### src/hw/rtl/i2cbrs_pkg.sv
// Package for the I2C bus recovery supervisor: beat payload types, the
// function codes, configuration register indexes and reset values.
// No dependencies.
`default_nettype none

package i2cbrs_pkg;

   typedef enum logic [1:0] {
      FUNC_NOTE      = 2'd0,
      FUNC_SERVICE   = 2'd1,
      FUNC_SET_READY = 2'd2
   } func_type;

   // Configuration register indexes.
   localparam logic [1:0] CSR_FAILURE_THRESHOLD = 2'd0;
   localparam logic [1:0] CSR_RETRY_INTERVAL    = 2'd1;
   localparam logic [1:0] CSR_LOG_INTERVAL      = 2'd2;

   localparam int unsigned CSR_INDEX_WIDTH = 2;
   localparam int unsigned CSR_DATA_WIDTH  = 32;

   // Reset values of the configuration registers.
   localparam logic [7:0]  FAILURE_THRESHOLD_RESET = 8'd3;
   localparam logic [15:0] RETRY_INTERVAL_RESET    = 16'd2000;
   localparam logic [31:0] LOG_INTERVAL_RESET      = 32'd10000;

   localparam logic [7:0]  FAIL_COUNT_MAX = 8'd255;
   localparam logic [31:0] GENERATION_RESET = 32'd1;

   typedef struct packed {
      logic [7:0]  failure_threshold;
      logic [15:0] retry_interval_ms;
      logic [31:0] log_interval_ms;
   } cfg_type;

   typedef struct packed {
      func_type    func;
      logic        success;
      logic [7:0]  fault_code;
      logic [31:0] now_ms;
      logic        ready_value;
      logic        recover_ok;
   } req_type;

   typedef struct packed {
      logic        bus_ready;
      logic        io_allowed;
      logic        recovery_armed;
      logic        attempted;
      logic        recovered;
      logic        log_failure;
      logic [7:0]  failure_count;
      logic [7:0]  last_error;
      logic [31:0] generation;
   } rsp_type;

endpackage

`default_nettype wire

### src/hw/rtl/i2cbrs_if.sv
// Channel interfaces of the I2C bus recovery supervisor: the request
// channel and the response channel, each with valid/ready and its payload.
// No dependencies.
`default_nettype none

interface i2cbrs_req_if;
   logic        valid;
   logic        ready;
   logic [1:0]  func;
   logic        success;
   logic [7:0]  fault_code;
   logic [31:0] now_ms;
   logic        ready_value;
   logic        recover_ok;

   modport source (
      output valid, func, success, fault_code, now_ms, ready_value, recover_ok,
      input  ready
   );
   modport sink (
      input  valid, func, success, fault_code, now_ms, ready_value, recover_ok,
      output ready
   );
endinterface

interface i2cbrs_rsp_if;
   logic        valid;
   logic        ready;
   logic        bus_ready;
   logic        io_allowed;
   logic        recovery_armed;
   logic        attempted;
   logic        recovered;
   logic        log_failure;
   logic [7:0]  failure_count;
   logic [7:0]  last_error;
   logic [31:0] generation;

   modport source (
      output valid, bus_ready, io_allowed, recovery_armed, attempted, recovered,
             log_failure, failure_count, last_error, generation,
      input  ready
   );
   modport sink (
      input  valid, bus_ready, io_allowed, recovery_armed, attempted, recovered,
             log_failure, failure_count, last_error, generation,
      output ready
   );
endinterface

`default_nettype wire

### src/hw/rtl/i2cbrs_in_stage.sv
// Input register of the I2C bus recovery supervisor: captures one request
// beat and holds it until the engine takes it. Depends on i2cbrs_pkg and
// the request interface.
`default_nettype none

module i2cbrs_in_stage (
   input  logic                  clock,
   input  logic                  reset,
   i2cbrs_req_if.sink            req_if,
   input  logic                  advance,
   output logic                  stage_valid,
   output i2cbrs_pkg::req_type   stage_req
);
   import i2cbrs_pkg::*;

   logic    valid_ff;
   logic    valid_in;
   req_type req_ff;
   logic    take;

   // The register may refill in the same cycle in which its beat moves on.
   assign req_if.ready = !valid_ff || advance;
   assign take         = req_if.valid && req_if.ready;

   always_comb begin
      valid_in = valid_ff;
      if (take) begin
         valid_in = 1'b1;
      end else if (advance) begin
         valid_in = 1'b0;
      end
   end

   always_ff @(posedge clock) begin
      if (reset) begin
         valid_ff <= 1'b0;
      end else begin
         valid_ff <= valid_in;
      end
   end

   always_ff @(posedge clock) begin
      if (take) begin
         req_ff.func        <= func_type'(req_if.func);
         req_ff.success     <= req_if.success;
         req_ff.fault_code  <= req_if.fault_code;
         req_ff.now_ms      <= req_if.now_ms;
         req_ff.ready_value <= req_if.ready_value;
         req_ff.recover_ok  <= req_if.recover_ok;
      end
   end

   assign stage_valid = valid_ff;
   assign stage_req   = req_ff;

endmodule

`default_nettype wire

### src/hw/rtl/i2cbrs_engine.sv
// Supervisor state and its single-pass update for one request beat.
// Produces the response fields from the updated state. Depends on i2cbrs_pkg.
`default_nettype none

module i2cbrs_engine (
   input  logic                  clock,
   input  logic                  reset,
   input  logic                  fire,
   input  i2cbrs_pkg::req_type   req,
   input  i2cbrs_pkg::cfg_type   cfg,
   output i2cbrs_pkg::rsp_type   rsp
);
   import i2cbrs_pkg::*;

   logic        ready_ff,        ready_in;
   logic        pending_ff,      pending_in;
   logic [7:0]  fail_count_ff,   fail_count_in;
   logic [7:0]  error_ff,        error_in;
   logic [31:0] next_attempt_ff, next_attempt_in;
   logic [31:0] last_log_ff,     last_log_in;
   logic        log_valid_ff,    log_valid_in;
   logic [31:0] gen_ff,          gen_in;

   logic        attempted;
   logic        recovered;
   logic        log_flag;
   logic [7:0]  fail_inc;
   logic [31:0] due_delta;
   logic        due_reached;
   logic [31:0] log_delta;
   logic        log_due;

   assign fail_inc    = (fail_count_ff == FAIL_COUNT_MAX) ? fail_count_ff
                                                           : fail_count_ff + 8'd1;
   // The due time counts as reached while the wrapped distance is not negative.
   assign due_delta   = req.now_ms - next_attempt_ff;
   assign due_reached = !due_delta[31];
   assign log_delta   = req.now_ms - last_log_ff;
   assign log_due     = !log_valid_ff || (log_delta >= cfg.log_interval_ms);

   always_comb begin
      ready_in        = ready_ff;
      pending_in      = pending_ff;
      fail_count_in   = fail_count_ff;
      error_in        = error_ff;
      next_attempt_in = next_attempt_ff;
      last_log_in     = last_log_ff;
      log_valid_in    = log_valid_ff;
      gen_in          = gen_ff;
      attempted       = 1'b0;
      recovered       = 1'b0;
      log_flag        = 1'b0;
      unique case (req.func)
         FUNC_NOTE: begin
            if (req.success) begin
               fail_count_in = 8'd0;
               error_in      = 8'd0;
            end else begin
               error_in      = req.fault_code;
               fail_count_in = fail_inc;
               if (fail_inc >= cfg.failure_threshold && !pending_ff) begin
                  pending_in      = 1'b1;
                  next_attempt_in = req.now_ms;
               end
            end
         end
         FUNC_SERVICE: begin
            if (pending_ff && due_reached) begin
               attempted = 1'b1;
               if (req.recover_ok) begin
                  recovered     = 1'b1;
                  ready_in      = 1'b1;
                  pending_in    = 1'b0;
                  fail_count_in = 8'd0;
                  error_in      = 8'd0;
                  gen_in        = gen_ff + 32'd1;
               end else begin
                  ready_in        = 1'b0;
                  next_attempt_in = req.now_ms + {16'd0, cfg.retry_interval_ms};
                  if (log_due) begin
                     log_flag     = 1'b1;
                     last_log_in  = req.now_ms;
                     log_valid_in = 1'b1;
                  end
               end
            end
         end
         FUNC_SET_READY: begin
            ready_in = req.ready_value;
            if (req.ready_value) begin
               pending_in    = 1'b0;
               fail_count_in = 8'd0;
               error_in      = 8'd0;
            end
         end
         default: begin
         end
      endcase
   end

   always_ff @(posedge clock) begin
      if (reset) begin
         ready_ff        <= 1'b0;
         pending_ff      <= 1'b0;
         fail_count_ff   <= 8'd0;
         error_ff        <= 8'd0;
         next_attempt_ff <= 32'd0;
         last_log_ff     <= 32'd0;
         log_valid_ff    <= 1'b0;
         gen_ff          <= GENERATION_RESET;
      end else if (fire) begin
         ready_ff        <= ready_in;
         pending_ff      <= pending_in;
         fail_count_ff   <= fail_count_in;
         error_ff        <= error_in;
         next_attempt_ff <= next_attempt_in;
         last_log_ff     <= last_log_in;
         log_valid_ff    <= log_valid_in;
         gen_ff          <= gen_in;
      end
   end

   always_comb begin
      rsp.bus_ready      = ready_in;
      rsp.io_allowed     = ready_in && !pending_in;
      rsp.recovery_armed = pending_in;
      rsp.attempted      = attempted;
      rsp.recovered      = recovered;
      rsp.log_failure    = log_flag;
      rsp.failure_count  = fail_count_in;
      rsp.last_error     = error_in;
      rsp.generation     = gen_in;
   end

endmodule

`default_nettype wire

### src/hw/rtl/i2c_bus_recovery_supervisor.sv
// I2C bus recovery supervisor, top level: configuration registers, input
// register, supervisor engine and response register. Depends on i2cbrs_pkg,
// the channel interfaces, i2cbrs_in_stage and i2cbrs_engine.
//
// The block takes one request beat per clock cycle while the sink takes the
// responses, and returns exactly one response beat for each, in order. The
// engine updates the supervisor state from the beat in the input register in
// a single combinational pass (a saturating count, two 32-bit wrapping subtracts
// for the due time and log spacing, and two 32-bit adds), and the response
// register holds the result and presents it until the sink takes it.
// The response register separates the two sides: a new request is still
// taken while a finished response waits for the sink, and the pipeline only
// stops when both registers are full. Function code 3 changes nothing and
// returns the current status. The configuration registers are written through
// the csr_ port and must only be written while no beat is in flight; a write
// to an index beyond the register list is ignored.
`default_nettype none

module i2c_bus_recovery_supervisor (
   input  logic                                     clock,
   input  logic                                     reset,
   i2cbrs_req_if.sink                               req_if,
   i2cbrs_rsp_if.source                             rsp_if,
   input  logic                                     csr_wr_en,
   input  logic [i2cbrs_pkg::CSR_INDEX_WIDTH-1:0]   csr_index,
   input  logic [i2cbrs_pkg::CSR_DATA_WIDTH-1:0]    csr_wdata
);
   import i2cbrs_pkg::*;

   // Configuration registers.
   cfg_type cfg_ff;

   always_ff @(posedge clock) begin
      if (reset) begin
         cfg_ff.failure_threshold <= FAILURE_THRESHOLD_RESET;
         cfg_ff.retry_interval_ms <= RETRY_INTERVAL_RESET;
         cfg_ff.log_interval_ms   <= LOG_INTERVAL_RESET;
      end else if (csr_wr_en) begin
         unique case (csr_index)
            CSR_FAILURE_THRESHOLD: cfg_ff.failure_threshold <= csr_wdata[7:0];
            CSR_RETRY_INTERVAL:    cfg_ff.retry_interval_ms <= csr_wdata[15:0];
            CSR_LOG_INTERVAL:      cfg_ff.log_interval_ms   <= csr_wdata[31:0];
            default: begin
            end
         endcase
      end
   end

   // Pipeline control: the beat in the input register moves on whenever the
   // response register is empty or is being emptied in this cycle.
   logic    stage_valid;
   req_type stage_req;
   logic    advance;
   logic    fire;
   rsp_type rsp_next;

   logic    rsp_valid_ff;
   logic    rsp_valid_in;
   rsp_type rsp_ff;

   assign advance = !rsp_valid_ff || rsp_if.ready;
   assign fire    = stage_valid && advance;

   i2cbrs_in_stage u_in_stage (
      .clock       (clock),
      .reset       (reset),
      .req_if      (req_if),
      .advance     (advance),
      .stage_valid (stage_valid),
      .stage_req   (stage_req)
   );

   i2cbrs_engine u_engine (
      .clock (clock),
      .reset (reset),
      .fire  (fire),
      .req   (stage_req),
      .cfg   (cfg_ff),
      .rsp   (rsp_next)
   );

   // Response register.
   always_comb begin
      rsp_valid_in = rsp_valid_ff;
      if (fire) begin
         rsp_valid_in = 1'b1;
      end else if (rsp_if.ready) begin
         rsp_valid_in = 1'b0;
      end
   end

   always_ff @(posedge clock) begin
      if (reset) begin
         rsp_valid_ff <= 1'b0;
      end else begin
         rsp_valid_ff <= rsp_valid_in;
      end
   end

   always_ff @(posedge clock) begin
      if (fire) begin
         rsp_ff <= rsp_next;
      end
   end

   assign rsp_if.valid          = rsp_valid_ff;
   assign rsp_if.bus_ready      = rsp_ff.bus_ready;
   assign rsp_if.io_allowed     = rsp_ff.io_allowed;
   assign rsp_if.recovery_armed = rsp_ff.recovery_armed;
   assign rsp_if.attempted      = rsp_ff.attempted;
   assign rsp_if.recovered      = rsp_ff.recovered;
   assign rsp_if.log_failure    = rsp_ff.log_failure;
   assign rsp_if.failure_count  = rsp_ff.failure_count;
   assign rsp_if.last_error     = rsp_ff.last_error;
   assign rsp_if.generation     = rsp_ff.generation;

endmodule

`default_nettype wire

### src/flat_wrapper.sv
// flat-port wrapper written by rule: the top's interface ports become plain ports
module i2c_bus_recovery_supervisor_flat import i2cbrs_pkg::*;
  (clock, reset, csr_wr_en, csr_index, csr_wdata, req_if_valid, req_if_func, req_if_success, req_if_fault_code, req_if_now_ms, req_if_ready_value, req_if_recover_ok, req_if_ready, rsp_if_valid, rsp_if_bus_ready, rsp_if_io_allowed, rsp_if_recovery_armed, rsp_if_attempted, rsp_if_recovered, rsp_if_log_failure, rsp_if_failure_count, rsp_if_last_error, rsp_if_generation, rsp_if_ready);
  i2cbrs_req_if req_if_i ();
  i2cbrs_rsp_if rsp_if_i ();
  input  logic clock;
  input  logic reset;
  input  logic csr_wr_en;
  input  logic [i2cbrs_pkg::CSR_INDEX_WIDTH-1:0] csr_index;
  input  logic [i2cbrs_pkg::CSR_DATA_WIDTH-1:0] csr_wdata;
  input wire logic [$bits(req_if_i.valid)-1:0] req_if_valid;
  input wire logic [$bits(req_if_i.func)-1:0] req_if_func;
  input wire logic [$bits(req_if_i.success)-1:0] req_if_success;
  input wire logic [$bits(req_if_i.fault_code)-1:0] req_if_fault_code;
  input wire logic [$bits(req_if_i.now_ms)-1:0] req_if_now_ms;
  input wire logic [$bits(req_if_i.ready_value)-1:0] req_if_ready_value;
  input wire logic [$bits(req_if_i.recover_ok)-1:0] req_if_recover_ok;
  output wire logic [$bits(req_if_i.ready)-1:0] req_if_ready;
  output wire logic [$bits(rsp_if_i.valid)-1:0] rsp_if_valid;
  output wire logic [$bits(rsp_if_i.bus_ready)-1:0] rsp_if_bus_ready;
  output wire logic [$bits(rsp_if_i.io_allowed)-1:0] rsp_if_io_allowed;
  output wire logic [$bits(rsp_if_i.recovery_armed)-1:0] rsp_if_recovery_armed;
  output wire logic [$bits(rsp_if_i.attempted)-1:0] rsp_if_attempted;
  output wire logic [$bits(rsp_if_i.recovered)-1:0] rsp_if_recovered;
  output wire logic [$bits(rsp_if_i.log_failure)-1:0] rsp_if_log_failure;
  output wire logic [$bits(rsp_if_i.failure_count)-1:0] rsp_if_failure_count;
  output wire logic [$bits(rsp_if_i.last_error)-1:0] rsp_if_last_error;
  output wire logic [$bits(rsp_if_i.generation)-1:0] rsp_if_generation;
  input wire logic [$bits(rsp_if_i.ready)-1:0] rsp_if_ready;
  assign req_if_i.valid = req_if_valid;
  assign req_if_i.func = req_if_func;
  assign req_if_i.success = req_if_success;
  assign req_if_i.fault_code = req_if_fault_code;
  assign req_if_i.now_ms = req_if_now_ms;
  assign req_if_i.ready_value = req_if_ready_value;
  assign req_if_i.recover_ok = req_if_recover_ok;
  assign req_if_ready = req_if_i.ready;
  assign rsp_if_valid = rsp_if_i.valid;
  assign rsp_if_bus_ready = rsp_if_i.bus_ready;
  assign rsp_if_io_allowed = rsp_if_i.io_allowed;
  assign rsp_if_recovery_armed = rsp_if_i.recovery_armed;
  assign rsp_if_attempted = rsp_if_i.attempted;
  assign rsp_if_recovered = rsp_if_i.recovered;
  assign rsp_if_log_failure = rsp_if_i.log_failure;
  assign rsp_if_failure_count = rsp_if_i.failure_count;
  assign rsp_if_last_error = rsp_if_i.last_error;
  assign rsp_if_generation = rsp_if_i.generation;
  assign rsp_if_i.ready = rsp_if_ready;
  i2c_bus_recovery_supervisor u_core (.clock(clock), .reset(reset), .req_if(req_if_i), .rsp_if(rsp_if_i), .csr_wr_en(csr_wr_en), .csr_index(csr_index), .csr_wdata(csr_wdata));
endmodule
### config.mk
export PLATFORM = sky130hd
export DESIGN_NAME = i2c_bus_recovery_supervisor_flat
export DESIGN_NICKNAME = d
export VERILOG_FILES = /design/src/hw/rtl/i2cbrs_pkg.sv /design/src/hw/rtl/i2cbrs_if.sv /design/src/hw/rtl/i2cbrs_in_stage.sv /design/src/hw/rtl/i2cbrs_engine.sv /design/src/hw/rtl/i2c_bus_recovery_supervisor.sv /design/src/flat_wrapper.sv
export SDC_FILE = /design/constraint.sdc
export NUM_CORES = 1
export LEC_CHECK = 0
export ABC_AREA = 1
export CELL_PAD_IN_SITES_DETAIL_PLACEMENT = 0
export CELL_PAD_IN_SITES_GLOBAL_PLACEMENT = 1
export CORE_MARGIN = 4
export CORE_UTILIZATION = 40
export DETAILED_ROUTE_END_ITERATION = 6
export DONT_BUFFER_PORTS = 1
export HOLD_SLACK_MARGIN = 0.08
export PLACE_DENSITY = 0.77
export SLEW_MARGIN = 5
export SYNTH_ARGS = -nofsm -noshare
export SYNTH_HDL_FRONTEND = slang
export SYNTH_SLANG_ARGS = --single-unit
export TNS_END_PERCENT = 100
### constraint.sdc
create_clock -name clock -period 10 [get_ports clock]
set_input_delay 2.5 -clock clock [delete_from_list [all_inputs] [get_ports clock]]
set_output_delay 2.5 -clock clock [all_outputs]
set_load 0.01 [all_outputs]
Word level (Yosys, flattened, before mapping)
Cells that the tools add are included.

storage, ports and cells
  logic and storage cells = 107
  register bits = 272
  bits of input ports = 84
  output and inout bits = 56

operators by class
  multiplexer cells = 34
  add/sub/neg operators = 5
  $lt $le $gt $ge = 2
  equality and inequality tests = 9
  bitwise logic cells = 3
  reductions and logical operators = 26

operators with widths
  cell                     number
  $mux W32                 7
  $mux W8                  9
  $pmux W32 S2             1
  $sub A32 B32 Y32         2
  $pmux W8 S3              2
  $add A32 B1 Y32 const B  1
  $add A32 B16 Y32         1
  $ge A32 B32 Y1           1
  $mux W1                  13
  $add A8 B1 Y8 const B    1
  $eq A8 B8 Y1 const B     1
  $ge A8 B8 Y1             1
  $ne A2 B2 Y1 const B     4
  $reduce_and A2 Y1        4
  $logic_not A1 Y1         6
  $reduce_and A6 Y1        1
  $reduce_bool A2 Y1       3
  $logic_and A1 B1 Y1      5
  $reduce_and A5 Y1        1
  $eq A2 B1 Y1 const B     2
  $eq A2 B2 Y1 const B     2
  $logic_not A2 Y1         2
  $logic_or A1 B1 Y1       3
  $not A1 Y1               3
  other kinds (3)          3

Logic depth before layout (Yosys ltp)
  word-level depth = 9
  gate-level depth with buffers = 27
  depth with buffers taken out = 25

Modules after synthesis
From an unflattened synthesis, not the netlist that was laid out.

second synthesis, totals
  cells, all modules = 2514
  area, all modules = 17254.0 µm²

modules (own cells, without submodules)
  module                       area an instance (µm²)  seq. area each (µm²)  times used  cells each
  i2cbrs_engine                11939.0                 2302.2                1           2065
  i2c_bus_recovery_supervisor  3916.3                  2762.6                1           398
  i2cbrs_in_stage              1398.8                  1371.3                1           51

Worst setup path before layout
OpenSTA, ideal clock, no wires.

  path type = in2reg
  start = input rsp_if_ready
  end = register u_core.rsp_ff, in the netlist u_core.rsp_if.attempted, enable pin
  data arrival time = 4.850 ns
  data required time = 9.561 ns
  path buffers = 2
  stages = 6
  slack = 4.711 ns
  library setup time = 0.439 ns
  path through = inv_1 nand2_1 nand2_1 clkinv_1 clkbuf_1 clkbuf_1

on the way
  word-level cells in the longest chain between the ends = 2

RTL lines
  element                RTL line                            source
  start, declared        flat_wrapper.sv:29                  input wire logic [$bits(rsp_if_i.ready)-1:0] rsp_if_ready;
  $logic_or A1 B1 Y1     i2c_bus_recovery_supervisor.sv:61   assign advance = !rsp_valid_ff || rsp_if.ready;
  $logic_and A1 B1 Y1    i2c_bus_recovery_supervisor.sv:62   assign fire = stage_valid && advance;
  named net u_core.fire  i2c_bus_recovery_supervisor.sv:54   logic fire;
  end signal, assigned   i2c_bus_recovery_supervisor.sv:102  rsp_ff <= rsp_next;
  end, declared          i2c_bus_recovery_supervisor.sv:59   rsp_type rsp_ff;

The timed path passes the listed nets, and every way through them passes these cells.
A chain may end at the register's enable or synchronous reset.

Worst setup path after layout
  start = input rsp_if_ready
  end = output req_if_ready

on the way
  word-level cells in the longest chain between the ends = 2

RTL lines
  element             RTL line                           source
  $logic_or A1 B1 Y1  i2c_bus_recovery_supervisor.sv:61
  $logic_or A1 B1 Y1  i2cbrs_in_stage.sv:22              assign req_if.ready = !valid_ff || advance;
  end, declared       flat_wrapper.sv:18                 output wire logic [$bits(req_if_i.ready)-1:0] req_if_ready;

Every way passes these cells.

==> results.md <==
- The flow ran to the end, and the final reports show no timing, DRC or antenna violations.
- The cell with the largest stage delay on the worst path is sky130_fd_sc_hd__nand3_1.
- For this block, the initial DRC count from the detailed router was 930.
- The total net switching power is 824 µW.
- The cell area after synthesis is 0.0166 mm².
- The critical path is of the primary input to output port type.
- Of all nets on the critical path, the largest fanout is 3.
- The share of Yosys cell area claimed by the top area cell type is 20.9%.
- The internal portion of total power is 2.13 mW.
- The wire length of the first global-routing pass is 72400 µm.
- Using the TritonRoute via totals, the vias-per-cell ratio works out to 5.08.
- For the worst setup path, the data required time is 7500 ps.
- The area added between synthesis and finish is 9.63%.
- The TritonCTS clock tree is yes.
- The tightest hold margin is 458 ps.
- In the routed design, unresolved DRC markers number 0.
- The final setup skew is 22.2 ps.
- After clock tree synthesis, the flow added hold-fix buffers numbering 0.
- The largest total area in the synthesized netlist belongs to sky130_fd_sc_hd__dfxtp_1.
- The fill cell instance count of the final layout is 4143.
- Clock-pin slew was measured on the worst setup and hold paths at 60 ps.
- The worst endpoint data arrival time is 2710 ps.
- CTS built an H-tree with a depth of 2.
- The signal on the critical path passes through inv_1 -> nand3_1.
- The number of antenna violations at the first check in global routing is 0.
- The detailed router placed 14400 vias in this run.
- Measured along the y axis, the die boundary spans 212 µm.
- The longest clock path from root to sink contains 3 buffers.
- Detailed placement finished with a half-perimeter wire length of 32400 µm.
- The critical path startpoint category is a primary input.
- The count of maximum capacitance violations is 0.
- The worst path uses 52.1% of the clock period.
- The final hold violation count was 0.
- The relative contribution of combinational cells to total power is 13.5%.
- By area the synthesized netlist is led by sky130_fd_sc_hd__dfxtp_1, sky130_fd_sc_hd__edfxtp_1, sky130_fd_sc_hd__nand2_1, sky130_fd_sc_hd__ha_1, sky130_fd_sc_hd__inv_1.
- The starting density of the core is 40.6%.
- The clock latency reported for the late side of the worst-skew pair is 560 ps.
- In this run the clock root is driven by a sky130_fd_sc_hd__clkbuf_16.
- In this run, flip-flops and latches consume 42.7% of the power.
- In this run the core area contains 74 standard-cell rows.
- The die covers 0.0448 mm².
- The post-route antenna net violation count is 0.
- At the pin with the least slew margin, the transition time is 1180 ps.
- Counting every instance in the synthesized netlist gives 2308.
- 0 antenna diodes ended up in the layout.
- Dividing the detail-routed wire length by the instance count gives 16.0 µm.
- Headroom to the max-slew limit came out at 21.3%.
- Setup repair after global routing left no endpoint under its margin.
- The shortest clock period the worst path allows after layout is 5210 ps.
- The switching part of the total is 27.9%.
- For this run, the register share of the synthesized area comes to 38.7%.
- The total of cells resized after clock tree synthesis is 0.
- The combined area of the multi-input logic cells is 0.00857 mm².
- Entering global routing, the biggest net connects 103 pins.
- The global-route usage over all layers is 19.9%.
- The mean instance size in the synthesized netlist is 7.20 µm².
- Buffers added to address setup during post-CTS repair amount to 0.
- Counting every sink on the clock net gives 272.
- The floorplan step defined a core boundary enclosing 0.0409 mm².
- In this run the tool buffered the top-level ports with 0 buffer cells.
- After the last flow step, the layout net total stands at 2487.
- The I/O pin count is 140.
- Setup violations remaining at the end of the flow were counted as 0.
- From left edge to right edge, the die measures 212 µm.
- The number of detailed-route iterations in the first pass is 5.
- The Yosys step of the flow raised 0 warnings.
- The register area is 0.00644 mm².
- The clock network accounts for 43.8% of the total power.
- The number of buffers inserted during clock tree synthesis is 35.
- The final number of max-transition violations is 0.
- The worst setup path is captured at an output port.
- For this design the static power due to leakage is 8.08 nW.
- The global placer's final weighted congestion is 0.908.
- For this run, the slowest stage of the critical path takes 160 ps.
- The ratio of total power to cell area is 162 mW/mm².
- The number of global-route vias before repair was 13800.
- After synthesis the netlist holds a flip-flop and latch count of 272.
- The number of different library cells used by synthesis comes to 47.
- The worst hold-check path type is flop to flop.
- Cells with a size suffix above 1 make up 4.69% of the layout.
- Leaving out fill and tap cells, the most frequent cells in the layout are sky130_fd_sc_hd__nand2_1, sky130_fd_sc_hd__inv_1, sky130_fd_sc_hd__a21oi_1.
- The family with the most delay on the worst path is simple AND/OR/NAND/NOR gates.
- The peak supply drop is 0.133 mV.
- The sum of buffers and inverters on the critical path is 1.
- The most common cell after layout, fill and taps aside is sky130_fd_sc_hd__nand2_1.
- The highest clock rate is 0.192 GHz.
- The summed negative setup slack over all endpoints is 0 ps.
- The wire length after detailed routing is 45400 µm.
- The net count after synthesis is 2517.
- The sum of overflow across all layers after global routing is 0.
## cells in the mapped netlist, drive strengths merged
cell / instances
a211oi: 2
a21boi: 4
a21o: 2
a21oi: 221
a221oi: 10
a31oi: 1
and2: 2
and3: 2
buf: 22
clkbuf: 58
clkinv: 4
dfxtp: 173
edfxtp: 99
fa: 2
ha: 123
inv: 331
nand2: 575
nand3: 161
nand3b: 1
nand4: 31
nor2: 213
nor3: 27
nor3b: 1
nor4: 10
nor4b: 1
o2111ai: 1
o211ai: 8
o21ai: 143
o21bai: 4
o22ai: 2
or2: 17
xnor2: 16
xor2: 41
## power groups by stage
stage / logic, mW / clock network, mW / registers (mW)
CTS: 0.401 / 1.33 / 1.26
global route: 0.461 / 1.38 / 1.27
global placement: 0.390 / 0 / 1.28
detailed placement: 0.399 / 0 / 1.28
finish: 0.399 / 1.29 / 1.26
floorplan: 0.308 / 0 / 1.27
## per-stage QoR
stage / power [mW] / cell area, µm² / setup WS (ps) / util, % / cells
after floorplan: 1.57 / 16600 / 4710 / - / 2308
after global placement: 1.67 / 17000 / 4800 / 41.6 / 2773
after detailed placement: 1.68 / 17000 / 4780 / 41.6 / 2773
after CTS: 2.99 / 18200 / 4780 / 44.5 / 2837
after global routing: 3.10 / 18200 / 4740 / 44.5 / 2837
final: 2.95 / 18200 / 4790 / 44.5 / 2837
## per-layer routing
layer | global-route usage, % | wire, µm | share of wire (%)
met3 | 3.14 | 2040 | 4.5
met2 | 33.3 | 21000 | 46
met4 | 6.04 | 1150 | 2.5
met1 | 26.6 | 21200 | 47
met5 | 0 | 0 | 0
## kinds of logic after synthesis
| kind of cell | after synthesis | share of synthesized area (%) |
|---|---|---|
| and+or+nand+nor | 1041 | 26.4 |
| adders and majority gates | 125 | 9.51 |
| xor gates and xnor gates | 57 | 3.05 |
| AOI/OAI and AO/OA | 398 | 12.6 |
| buffers and inverters | 415 | 9.72 |
| DFF | 272 | 38.7 |
## cell type report
type	count	share of cell area [%]
Inverter	335	6.95
Multi-Input combinational cell	1621	47.1
Tap cell	532	3.66
Clock inverter	19	1.00
Clock buffer	45	5.44
Sequential cell	272	35.3
Timing Repair Buffer	13	0.536
## path summary, 6_finish.rpt
check / to / from / cells after the start / slack [ps]
setup / recovery: req_if_ready / rsp_if_ready / 2 / 4790
hold / removal: u_core.cfg_ff[23]$_SDFFE_PP0P_ / u_core.cfg_ff[23]$_SDFFE_PP0P_ / 2 / 460
hold reg to reg: u_core.cfg_ff[23]$_SDFFE_PP0P_ / u_core.cfg_ff[23]$_SDFFE_PP0P_ / 2 / 460
setup reg to reg: u_core.u_engine.last_log_ff[1]$_SDFFE_PP0P_ / u_core.u_in_stage.stage_req[2]$_DFFE_PP_ / 25 / 5230
## registers in the layout, summed over array words and instances (netlist names), 8 cells and up
signal	count
u_core.u_engine.error_ff	8
u_core.cfg_ff	56
u_core.u_engine.next_attempt_ff	32
u_core.u_engine.fail_count_ff	8
u_core.rsp_if.last_error	8
u_core.u_engine.gen_ff	32
u_core.rsp_if.generation	32
u_core.u_in_stage.stage_req	45
u_core.rsp_if.failure_count	8
u_core.u_engine.last_log_ff	32
Note: power is estimated with default switching activity, not from simulation.
